==> src/rtl/kskr_pkg.sv <==
// Shared types and constants for the KS C 5601 / ISO-2022-KR byte decoder.
package kskr_pkg;

  // Field widths
  localparam int unsigned ByteWidth     = 8;
  localparam int unsigned CodeWidth     = 32;
  localparam int unsigned AccumWidth    = 24;
  localparam int unsigned ApbAddrWidth  = 3;
  localparam int unsigned ApbDataWidth  = 32;

  // Register map (word index)
  localparam logic RegIdxInputMode = 1'b0;

  // Input mode codes
  localparam logic ModeKs  = 1'b0;
  localparam logic ModeIso = 1'b1;

  // Byte values with special meaning
  localparam logic [ByteWidth-1:0] LeadJamo = 8'hA4;
  localparam logic [ByteWidth-1:0] LeadFill = 8'hD4;
  localparam logic [ByteWidth-1:0] LeadHan3 = 8'h8F;
  localparam logic [ByteWidth-1:0] LeadNone = 8'h00;
  localparam logic [ByteWidth-1:0] ChSo     = 8'h0E;
  localparam logic [ByteWidth-1:0] ChSi     = 8'h0F;
  localparam logic [ByteWidth-1:0] ChSp     = 8'h20;
  localparam logic [ByteWidth-1:0] ChTab    = 8'h09;

  // Upper half of the two-byte KS codes
  localparam logic [15:0] KsPrefix = 16'h8FFB;

  // Word held between the input register and the decode stage
  typedef struct packed {
    logic                 valid;
    logic [ByteWidth-1:0] data;
  } kskr_item_t;

endpackage

==> src/rtl/kskr_if.sv <==
// Valid/ready stream interfaces for the byte input and the code output.
interface kskr_byte_if
  import kskr_pkg::*;
();
  logic                 valid;
  logic                 ready;
  logic [ByteWidth-1:0] in_byte;

  modport source (output valid, output in_byte, input ready);
  modport sink   (input valid, input in_byte, output ready);
endinterface

interface kskr_code_if
  import kskr_pkg::*;
();
  logic                 valid;
  logic                 ready;
  logic [CodeWidth-1:0] code;

  modport source (output valid, output code, input ready);
  modport sink   (input valid, input code, output ready);
endinterface

==> src/rtl/kskr_apb_regs.sv <==
// APB configuration register: holds the input mode.
module kskr_apb_regs
  import kskr_pkg::*;
(
  input  logic                    clk_i,
  input  logic                    rst_ni,
  input  logic                    psel,
  input  logic                    penable,
  input  logic                    pwrite,
  input  logic [ApbAddrWidth-1:0] paddr,
  input  logic [ApbDataWidth-1:0] pwdata,
  output logic [ApbDataWidth-1:0] prdata,
  output logic                    pready,
  output logic                    input_mode_o
);

  logic mode_q, mode_d;
  logic wr_en;
  logic hit;

  assign pready = 1'b1;
  assign hit    = (paddr[2] == RegIdxInputMode);
  assign wr_en  = psel && penable && pwrite && hit;

  // Mode register write
  always_comb begin
    mode_d = mode_q;
    if (wr_en) begin
      mode_d = pwdata[0];
    end
  end

  always_ff @(posedge clk_i or negedge rst_ni) begin
    if (!rst_ni) begin
      mode_q <= ModeKs;
    end else begin
      mode_q <= mode_d;
    end
  end

  // Read back; unmapped addresses read zero
  assign prdata = hit ? {{(ApbDataWidth-1){1'b0}}, mode_q} : '0;

  assign input_mode_o = mode_q;

endmodule

==> src/rtl/kskr_in_stage.sv <==
// Input register: captures one byte word and hands it to the decode stage.
module kskr_in_stage
  import kskr_pkg::*;
(
  input  logic       clk_i,
  input  logic       rst_ni,
  kskr_byte_if.sink  in_i,
  input  logic       advance_i,
  output kskr_item_t item_o
);

  logic                 valid_q, valid_d;
  logic [ByteWidth-1:0] data_q, data_d;
  logic                 take;

  // Free slot when empty or when the held word moves on this cycle
  assign in_i.ready = !valid_q || advance_i;
  assign take       = in_i.valid && in_i.ready;

  always_comb begin
    valid_d = valid_q;
    data_d  = data_q;
    if (take) begin
      valid_d = 1'b1;
      data_d  = in_i.in_byte;
    end else if (advance_i) begin
      valid_d = 1'b0;
    end
  end

  always_ff @(posedge clk_i or negedge rst_ni) begin
    if (!rst_ni) begin
      valid_q <= 1'b0;
    end else begin
      valid_q <= valid_d;
    end
  end

  always_ff @(posedge clk_i) begin
    data_q <= data_d;
  end

  assign item_o.valid = valid_q;
  assign item_o.data  = data_q;

endmodule

==> src/rtl/kskr_decode.sv <==
// Decode stage: decoder state, per-byte decode logic and result register.
module kskr_decode
  import kskr_pkg::*;
(
  input  logic        clk_i,
  input  logic        rst_ni,
  input  logic        input_mode_i,
  input  kskr_item_t  item_i,
  output logic        advance_o,
  kskr_code_if.source out_o
);

  logic [ByteWidth-1:0]  lead_q, lead_d;
  logic [AccumWidth-1:0] accum_q, accum_d;
  logic                  fill_q, fill_d;
  logic                  shift_q, shift_d;
  logic                  out_valid_q, out_valid_d;
  logic [CodeWidth-1:0]  code_q, code_d;

  logic [CodeWidth-1:0]  res;
  logic [ByteWidth-1:0]  ks_c;
  logic                  use_ks;
  logic [AccumWidth-1:0] acc_new;

  // A word moves on when the result register is free or being emptied
  assign advance_o = item_i.valid && (!out_valid_q || out_o.ready);

  // Byte decode
  always_comb begin
    lead_d  = lead_q;
    accum_d = accum_q;
    fill_d  = fill_q;
    shift_d = shift_q;
    res     = '0;
    use_ks  = 1'b0;
    ks_c    = item_i.data;
    acc_new = accum_q;

    // ISO-2022-KR shift handling in front of the KS decoder
    if (input_mode_i == ModeIso) begin
      if (!shift_q) begin
        if (item_i.data != ChSo) begin
          res = {24'h0, item_i.data};
        end else begin
          shift_d = 1'b1;
        end
      end else if (item_i.data == ChSo) begin
        shift_d = 1'b0;
        res     = {24'h0, item_i.data};
      end else if (item_i.data == ChSi) begin
        shift_d = 1'b0;
      end else if (item_i.data == ChSp || item_i.data == ChTab) begin
        res = {24'h0, item_i.data};
      end else begin
        use_ks = 1'b1;
        ks_c   = item_i.data | 8'h80;
      end
    end else begin
      use_ks = 1'b1;
    end

    // KS C 5601 / three-byte group decoder
    if (use_ks) begin
      if (!ks_c[7]) begin
        lead_d = LeadNone;
        res    = {24'h0, ks_c};
      end else if (lead_q == LeadNone) begin
        lead_d = ks_c;
      end else if (lead_q == LeadJamo) begin
        if (ks_c == LeadFill) begin
          lead_d = LeadFill;
        end else begin
          lead_d = LeadNone;
          res    = {KsPrefix, LeadJamo, ks_c};
        end
      end else if (lead_q == LeadHan3 || lead_q == LeadFill) begin
        if (lead_q == LeadHan3 || fill_q) begin
          acc_new = {accum_q[AccumWidth-ByteWidth-1:0], ks_c};
          fill_d  = 1'b0;
        end else if (ks_c == LeadJamo) begin
          fill_d = 1'b1;
        end
        accum_d = acc_new;
        // Group complete once the accumulator reaches its top byte
        if (acc_new[AccumWidth-1:16] != '0) begin
          res     = {lead_q, acc_new};
          accum_d = '0;
          lead_d  = LeadNone;
        end
      end else begin
        lead_d = LeadNone;
        res    = {KsPrefix, lead_q, ks_c};
      end
    end
  end

  // Result register control
  always_comb begin
    out_valid_d = out_valid_q;
    code_d      = code_q;
    if (advance_o) begin
      out_valid_d = 1'b1;
      code_d      = res;
    end else if (out_o.ready) begin
      out_valid_d = 1'b0;
    end
  end

  always_ff @(posedge clk_i or negedge rst_ni) begin
    if (!rst_ni) begin
      lead_q      <= LeadNone;
      accum_q     <= '0;
      fill_q      <= 1'b0;
      shift_q     <= 1'b0;
      out_valid_q <= 1'b0;
    end else begin
      out_valid_q <= out_valid_d;
      if (advance_o) begin
        lead_q  <= lead_d;
        accum_q <= accum_d;
        fill_q  <= fill_d;
        shift_q <= shift_d;
      end
    end
  end

  always_ff @(posedge clk_i) begin
    code_q <= code_d;
  end

  assign out_o.valid = out_valid_q;
  assign out_o.code  = code_q;

endmodule

==> src/rtl/ks_iso2022kr_byte_decoder_top.sv <==
// Top level of the KS C 5601 / ISO-2022-KR byte decoder.
// Decodes one byte word per clock and returns one 32-bit code word for every
// byte (0 when no character is complete yet). A byte passes an input register
// and then the decode stage, whose result register drives the output;
// throughput is one byte per cycle, set by the update of the lead/accumulator
// state in the decode stage as each byte moves on. Both registers stall
// together under output backpressure.
// The input mode is set over the APB port at address 0 and should only be
// changed while no byte is in flight; all decoder state is kept across a
// mode change.
module ks_iso2022kr_byte_decoder_top
  import kskr_pkg::*;
(
  input  logic                    clk_i,
  input  logic                    rst_ni,
  kskr_byte_if.sink               in_i,
  kskr_code_if.source             out_o,
  input  logic                    psel,
  input  logic                    penable,
  input  logic                    pwrite,
  input  logic [ApbAddrWidth-1:0] paddr,
  input  logic [ApbDataWidth-1:0] pwdata,
  output logic [ApbDataWidth-1:0] prdata,
  output logic                    pready
);

  logic       input_mode;
  logic       advance;
  kskr_item_t item;

  // Configuration register
  kskr_apb_regs u_regs (
    .clk_i        (clk_i),
    .rst_ni       (rst_ni),
    .psel         (psel),
    .penable      (penable),
    .pwrite       (pwrite),
    .paddr        (paddr),
    .pwdata       (pwdata),
    .prdata       (prdata),
    .pready       (pready),
    .input_mode_o (input_mode)
  );

  // Input register
  kskr_in_stage u_in (
    .clk_i     (clk_i),
    .rst_ni    (rst_ni),
    .in_i      (in_i),
    .advance_i (advance),
    .item_o    (item)
  );

  // Decode and result register
  kskr_decode u_dec (
    .clk_i        (clk_i),
    .rst_ni       (rst_ni),
    .input_mode_i (input_mode),
    .item_i       (item),
    .advance_o    (advance),
    .out_o        (out_o)
  );

endmodule
==> src/flat_wrapper.sv <==
// flat-port wrapper written by rule: the top's interface ports become plain ports
module ks_iso2022kr_byte_decoder_top_flat import kskr_pkg::*;
  (clk_i, rst_ni, psel, penable, pwrite, paddr, pwdata, prdata, pready, in_i_valid, in_i_in_byte, in_i_ready, out_o_valid, out_o_code, out_o_ready);
  kskr_byte_if in_i_i ();
  kskr_code_if out_o_i ();
  input  logic clk_i;
  input  logic rst_ni;
  input  logic psel;
  input  logic penable;
  input  logic pwrite;
  input  logic [ApbAddrWidth-1:0] paddr;
  input  logic [ApbDataWidth-1:0] pwdata;
  output logic [ApbDataWidth-1:0] prdata;
  output logic pready;
  input wire logic [$bits(in_i_i.valid)-1:0] in_i_valid;
  input wire logic [$bits(in_i_i.in_byte)-1:0] in_i_in_byte;
  output wire logic [$bits(in_i_i.ready)-1:0] in_i_ready;
  output wire logic [$bits(out_o_i.valid)-1:0] out_o_valid;
  output wire logic [$bits(out_o_i.code)-1:0] out_o_code;
  input wire logic [$bits(out_o_i.ready)-1:0] out_o_ready;
  assign in_i_i.valid = in_i_valid;
  assign in_i_i.in_byte = in_i_in_byte;
  assign in_i_ready = in_i_i.ready;
  assign out_o_valid = out_o_i.valid;
  assign out_o_code = out_o_i.code;
  assign out_o_i.ready = out_o_ready;
  ks_iso2022kr_byte_decoder_top u_core (.clk_i(clk_i), .rst_ni(rst_ni), .in_i(in_i_i), .out_o(out_o_i), .psel(psel), .penable(penable), .pwrite(pwrite), .paddr(paddr), .pwdata(pwdata), .prdata(prdata), .pready(pready));
endmodule
==> config.mk <==
export PLATFORM = sky130hd
export DESIGN_NAME = ks_iso2022kr_byte_decoder_top_flat
export DESIGN_NICKNAME = d
export VERILOG_FILES = /design/src/rtl/kskr_pkg.sv /design/src/rtl/kskr_if.sv /design/src/rtl/kskr_apb_regs.sv /design/src/rtl/kskr_in_stage.sv /design/src/rtl/kskr_decode.sv /design/src/rtl/ks_iso2022kr_byte_decoder_top.sv /design/src/flat_wrapper.sv
export SDC_FILE = /design/constraint.sdc
export NUM_CORES = 1
export LEC_CHECK = 0
export BUFFER_PORTS_ARGS = -buffer_cell sky130_fd_sc_hd__buf_2
export CAP_MARGIN = 20
export CORE_MARGIN = 3
export CORE_UTILIZATION = 30
export CTS_CLUSTER_DIAMETER = 120
export DETAILED_ROUTE_END_ITERATION = 6
export PLACE_DENSITY = 0.54
export SLEW_MARGIN = 15
export SYNTH_ARGS = -nofsm -noshare
export SYNTH_HDL_FRONTEND = slang
export SYNTH_SLANG_ARGS = --single-unit
==> constraint.sdc <==
create_clock -name clk_i -period 2.4 [get_ports clk_i]
set_input_delay 0.48 -clock clk_i [delete_from_list [all_inputs] [get_ports clk_i]]
set_output_delay 0.48 -clock clk_i [all_outputs]
set_load 0.05 [all_outputs]
Yosys cells after proc, flatten, opt, wreduce, memory -nomap -nowiden
Cells that the tools add are included.
{"block": "word_totals", "output_inout_bits": 67, "in_bits": 50, "word_cells": 91, "register_bits": 77}
{"block": "op_classes", "bitwise": 3, "eq_ne": 11, "reduce_logical": 21, "muxes": 47}
{"cell": "$mux 32", "n": 9}
{"cell": "$mux 24", "n": 7}
{"cell": "$mux 8", "n": 15}
{"cell": "$eq 8x8->1 const B", "n": 5}
{"cell": "$eq 8x4->1 const B", "n": 3}
{"cell": "$mux 1", "n": 16}
{"cell": "$eq 8x6->1 const B", "n": 1}
{"cell": "$logic_not 8->1", "n": 1}
{"cell": "$ne 8x4->1 const B", "n": 1}
{"cell": "$reduce_bool 8->1", "n": 1}
{"cell": "$reduce_and 7->1", "n": 1}
{"cell": "$reduce_and 6->1", "n": 1}
{"cell": "$reduce_bool 2->1", "n": 3}
{"cell": "$logic_and 1x1->1", "n": 5}
{"cell": "$logic_or 1x1->1", "n": 5}
{"cell": "$ne 5x4->1 const B", "n": 1}
{"cell": "$not 1->1", "n": 3}
{"cell": "$reduce_and 3->1", "n": 1}
{"cell": "$logic_not 1->1", "n": 2}
{"cell": "$reduce_and 2->1", "n": 1}

Depth between registers and ports, before layout
{"block": "depth", "ltp_word": 20, "depth_mapped": 9, "ltp_nobuf": 6}

Cells and area by module
From an unflattened synthesis, not the netlist that was laid out.
{"block": "hier_totals", "hier_cells": 392, "hier_area_um2": 4085.2}
{"module": "kskr_decode", "seq_area_each_um2": 1836.8, "area_each_um2": 3482.1, "cells_each": 341, "instances": 1}
{"module": "kskr_apb_regs", "seq_area_each_um2": 25.0, "area_each_um2": 301.5, "cells_each": 38, "instances": 1}
{"module": "kskr_in_stage", "seq_area_each_um2": 265.3, "area_each_um2": 301.5, "cells_each": 13, "instances": 1}

Least setup slack after synthesis
No wires, ideal clock.
{"block": "synth_timing", "path_kind": "reg-to-reg", "start": "register u_core.u_dec.out_valid_q, in the netlist u_core.u_dec.out_o.valid", "end": "register u_core.u_dec.accum_q[1]", "n_path_buf": 2, "arrival_time_ns": 2.809, "synth_period_minus_slack_ns": 2.875, "required_ns": 2.334, "path_stages_with_launch": 8, "setup_ns": 0.066, "slack_ns": -0.475, "cell_sequence": "dfrtp_1 > nand2b_1 > and2_1 > clkbuf_1 > nand3_1 > nor3_2 > buf_2 > a22o_1"}
{"block": "synth_via", "elab_chain_cells": 4}
{"element": "start, declared", "line": "kskr_decode.sv:17", "text": "logic out_valid_q, out_valid_d;"}
{"element": "start signal, assigned", "line": "kskr_decode.sv:117", "text": "out_valid_q <= out_valid_d;"}
{"element": "$logic_not 1->1", "line": "kskr_decode.sv:26", "text": "assign advance_o = item_i.valid && (!out_valid_q || out_o.ready);"}
{"element": "$logic_or 1x1->1", "line": "kskr_decode.sv:26"}
{"element": "$logic_and 1x1->1", "line": "kskr_decode.sv:26"}
{"element": "named net u_core.advance", "line": "ks_iso2022kr_byte_decoder_top.sv:28", "text": "logic advance;"}
{"element": "$reduce_and 6->1 (no source line)"}
{"element": "end signal, assigned", "line": "kskr_decode.sv:120", "text": "accum_q <= accum_d;"}
{"element": "end, declared", "line": "kskr_decode.sv:14", "text": "logic [AccumWidth-1:0] accum_q, accum_d;"}
The timed path passes the listed nets, and every way through them passes these cells.
A chain may end at the register's enable or synchronous reset.

Worst setup path after layout
{"block": "layout_timing", "start": "register u_core.u_in.data_q[0]", "end": "register u_core.u_dec.accum_q[4]"}
{"block": "layout_via", "elab_chain_cells": 12, "word_cells_on_any_way": 23, "classes_between": "eq/ne (4); mux (17); reduce/logical (2)"}
{"element": "start, declared", "line": "kskr_in_stage.sv:13", "text": "logic [ByteWidth-1:0] data_q, data_d;"}
{"element": "start signal, assigned", "line": "kskr_in_stage.sv:40", "text": "data_q <= data_d;"}
{"element": "$eq 8x4->1", "line": "kskr_decode.sv:50", "text": "end else if (item_i.data == ChSi) begin"}
{"element": "$mux 8", "line": "kskr_decode.sv:50"}
{"element": "$mux 8", "line": "kskr_decode.sv:47", "text": "end else if (item_i.data == ChSo) begin"}
{"element": "$mux 8", "line": "kskr_decode.sv:41", "text": "if (!shift_q) begin"}
{"element": "$mux 8", "line": "kskr_decode.sv:40", "text": "if (input_mode_i == ModeIso) begin"}
{"element": "$mux 24", "line": "kskr_decode.sv:77", "text": "if (lead_q == LeadHan3 || fill_q) begin"}
{"element": "$mux 24", "line": "kskr_decode.sv:76", "text": "end else if (lead_q == LeadHan3 || lead_q == LeadFill) begin"}
{"element": "$mux 24", "line": "kskr_decode.sv:69", "text": "end else if (lead_q == LeadJamo) begin"}
{"element": "$mux 24", "line": "kskr_decode.sv:67", "text": "end else if (lead_q == LeadNone) begin"}
{"element": "$mux 24", "line": "kskr_decode.sv:64", "text": "if (!ks_c[7]) begin"}
{"element": "$mux 24", "line": "kskr_decode.sv:63", "text": "if (use_ks) begin"}
{"element": "$mux 24", "line": "kskr_decode.sv:85", "text": "if (acc_new[AccumWidth-1:16] != '0) begin"}
Parallel ways exist; a longest one is shown, timed or not. The select of a mux whose other input is x is not followed.

==> results.toml <==
[power]
ir_worst_vdd_uv = 426
seq_power_share_pct = 36.3
pwr-share-clk_pct = 27.0
cellLeakagePower_nw = 2.07
pwr-share-comb_pct = 36.7
p_sw_mw = 1.80
power.density_mw_per_mm2 = 931
power.internal_mw = 2.83
swShare_pct = 38.8

[cells_and_area]
drive_gt1_share_pct = 24.5
final_cell_area_mm2 = 0.00497
final_nets = 535
nFillCells = 1370
post-route-util_pct = 37.1
area_delta_synth_final_pct = 19.8
antennaDiodeCount = 0

[critical_path]
crit_chain = "or3b_1 > a211o_1 > and3_1 > and3_1 > o21ai_2 > a22o_1"
path_class = "flop to flop"
crit_family = "compound AO/OA/AOI/OAI gates"
path_max_fanout = 14
end_kind = "flop"
crit_path_frequent_cell = "and3_1"
cpMaxStageDelayCell = "edfxtp_1"
crit_start = "u_core.u_in.data_q[0]"
r2r-start = "u_core.u_in.data_q[0]"
critPathRequiredTime_ns = 2.68
critPathMaxStageDelay_ns = 0.49
cp-start-kind = "flop"
arrival_ns = 2.53
path_buf_inv = 0

[floorplan]
die_width_um = 124
die_h_um = 124
rows = 42
core_mm2 = 0.0134
io_pins = 117
dieArea_mm2 = 0.0153
floorplan.initialDensity_pct = 31.0

[drt]
drc_errors = 0
viasPerCell = 4.98
final_antenna_net_count = 0
vias = 3316
dr.pass1.iters = 4
first_iter_violations = 179
routedWlPerCell_um = 16.0
wl_um = 10600

[global_route]
grt_max_degree = 38
grt.overflow.total = 0
grt-busiest-layer = "met2"
grt_pass1_vias = 3082
met1_usage_pct = 19.7
grt_pass1_wl_um = 16700
track_usage_pct = 14.6
grt_use_met3_pct = 3.09
antenna_found_initial = 0
grtUsageMet2_pct = 22.3

[synthesis]
synth_edf_count = 40
synth_commonest_cells = "nand2_1, edfxtp_1, dfrtp_1"
ys_types = 58
synth_ff_type = "edfxtp_1"
yosysTopAreaCell = "edfxtp_1"
synth.area.top_cells = "edfxtp_1, dfrtp_1, buf_4"
synth_warnings = 0
synth_seq_area_share_pct = 51.3
synth_top_area_share_pct = 29.0
synth-seq-cells = 77
syn_inst = 410
synth.most_common_cell = "nand2_1"
synth_area_mm2 = 0.00415
async_flop_share_pct = 48.1
avgSynthCellArea_um2 = 10.1

[timing]
period_minus_slack_ns = 2.25
relSlewSlack_pct = 43.0
rsz0062_at_grt = "false"
drv_slew = 0
timing.setup.tns_ns = 0
fmax_mhz = 445
report.final.hold_viol_count = 0
setup_viol = 0
worst_clock_skew_ns = 0.00718
worstMarginPinSlew_ns = 0.855
setup_slack_ns = 0.152
fin_crit_sh_pct = 93.6

[hold_path]
worstHoldPathType = "input port to asynchronous set/reset pin"

[clock_tree]
clk_latency_ns = 0.35
cts_tree = "built"
post-cts-setup-buffers = 0
cts_made_buffers = 9
h-tree-depth = 3
cts.reportedPaths.clkPinSlew_ns = 0.06
cts-root-buf = "clkbuf_16"
clockBufferDepth = 2
clkSinkCount = 77

[place]
place_area_mm2 = 0.00469
hpwlAfterDp_um = 7970
place_ws_ns = 0.173
gp_congestion = 0.987
port_buffers = 51

[job]
cap_violations = 0

[status]
outcome = "finished clean"
-- placed cells by master (no fill, tap or decap), types with 3 or more instances in the layout --
cell / n
buf_2: 51
nand2_1: 43
edfxtp_1: 40
buf_4: 39
dfrtp_1: 37
conb_1: 33
nor2_1: 31
nand3_1: 24
a21oi_1: 21
a22o_1: 15
and2_1: 12
a31oi_1: 9
clkbuf_16: 9
nor3_1: 8
nand2b_1: 8
and3_1: 7
o21ai_0: 7
o21ai_1: 6
nand3b_1: 6
mux2i_1: 6
o31ai_1: 5
inv_1: 4
nor4_1: 4
nand4_1: 4
o211ai_1: 3
nor3_2: 3
a21o_1: 3
a211oi_1: 3
a2bb2oi_1: 3
mux2_2: 3
o2bb2ai_1: 3
clkinv_2: 3
-- flip-flops by register name, summed over array words and instances, names as in the netlist --
signal and cells:
u_core.u_dec.lead_q 8, u_core.u_dec.accum_q 24, u_core.u_dec.shift_q 1, u_core.u_in.data_q 8, u_core.u_regs.input_mode_o 1, u_core.u_dec.out_o.valid 1
u_core.u_dec.fill_q 1, u_core.u_in.valid_q 1, u_core.u_dec.out_o.code 32
-- cell families after synthesis --
family / Yosys count / share of synthesized area (%)
AND/OR/NAND/NOR: 161 / 19.7
XOR/XNOR: 2 / 0.422
AO/OA/AOI/OAI: 96 / 16.7
other: 2 / 0.181
multiplexers: 10 / 2.62
buffers and inverters: 62 / 9.11
flip-flops: 77 / 51.3
-- worst paths after layout --
path,endpoint,cells after the start,slack (ns)
max,u_core.u_dec.accum_q[4],6,0.15
max in group asynchronous,u_core.u_dec.accum_q[3],1,1.62
min in group clk_i,u_core.u_in.data_q[7],1,0.31
min,u_core.u_dec.accum_q[0],1,0.25
min reg2reg,u_core.u_dec.out_o.valid,1,0.49
max reg2reg,u_core.u_dec.accum_q[4],6,0.15
-- timing repair --
| item | in CTS | in global routing |
|---|---|---|
| endpoints found under the setup margin | 0 | 1 |
| hold buffers | 0 | 0 |
| gates resized for setup | 0 | 1 |
-- routing by layer --
metal  wire length [um]  share of wire, %  up-vias
met5                  0                 0        -
met4                321               3.0        0
met3                765               7.2       23
met2               4840                46      122
met1               4700                44     1578
li1                   -                 -     1593
-- layout make-up --
class                      count  area (um^2)  area share (%)
sequential                    77         2130            42.8
multi-input combinational    302         1770            35.5
timing repair buffer          91          568            11.4
clock buffer                   9          225            4.53
tap                          176          220            4.43
clock inverter                 7         48.8           0.982
inverter                       4         15.0           0.302
-- per-stage QoR --
stage	power, mW	hold WS, ns	std cells
final	4.63	0.248	666
after global routing	4.86	0.301	666
after CTS	4.65	0.281	666
after detailed placement	3.39	0.479	650
after global placement	3.37	0.459	650
after floorplan	2.87	0.184	441
-- power groups by stage --
stage | Combinational (mW) | Sequential (mW) | Clock [mW]
global route | 1.83 | 1.70 | 1.33
floorplan | 0.872 | 2.00 | 0
detailed placement | 1.68 | 1.71 | 0
CTS | 1.68 | 1.68 | 1.28
finish | 1.70 | 1.68 | 1.25
global placement | 1.67 | 1.70 | 0
(Power assumes the default switching activity.)
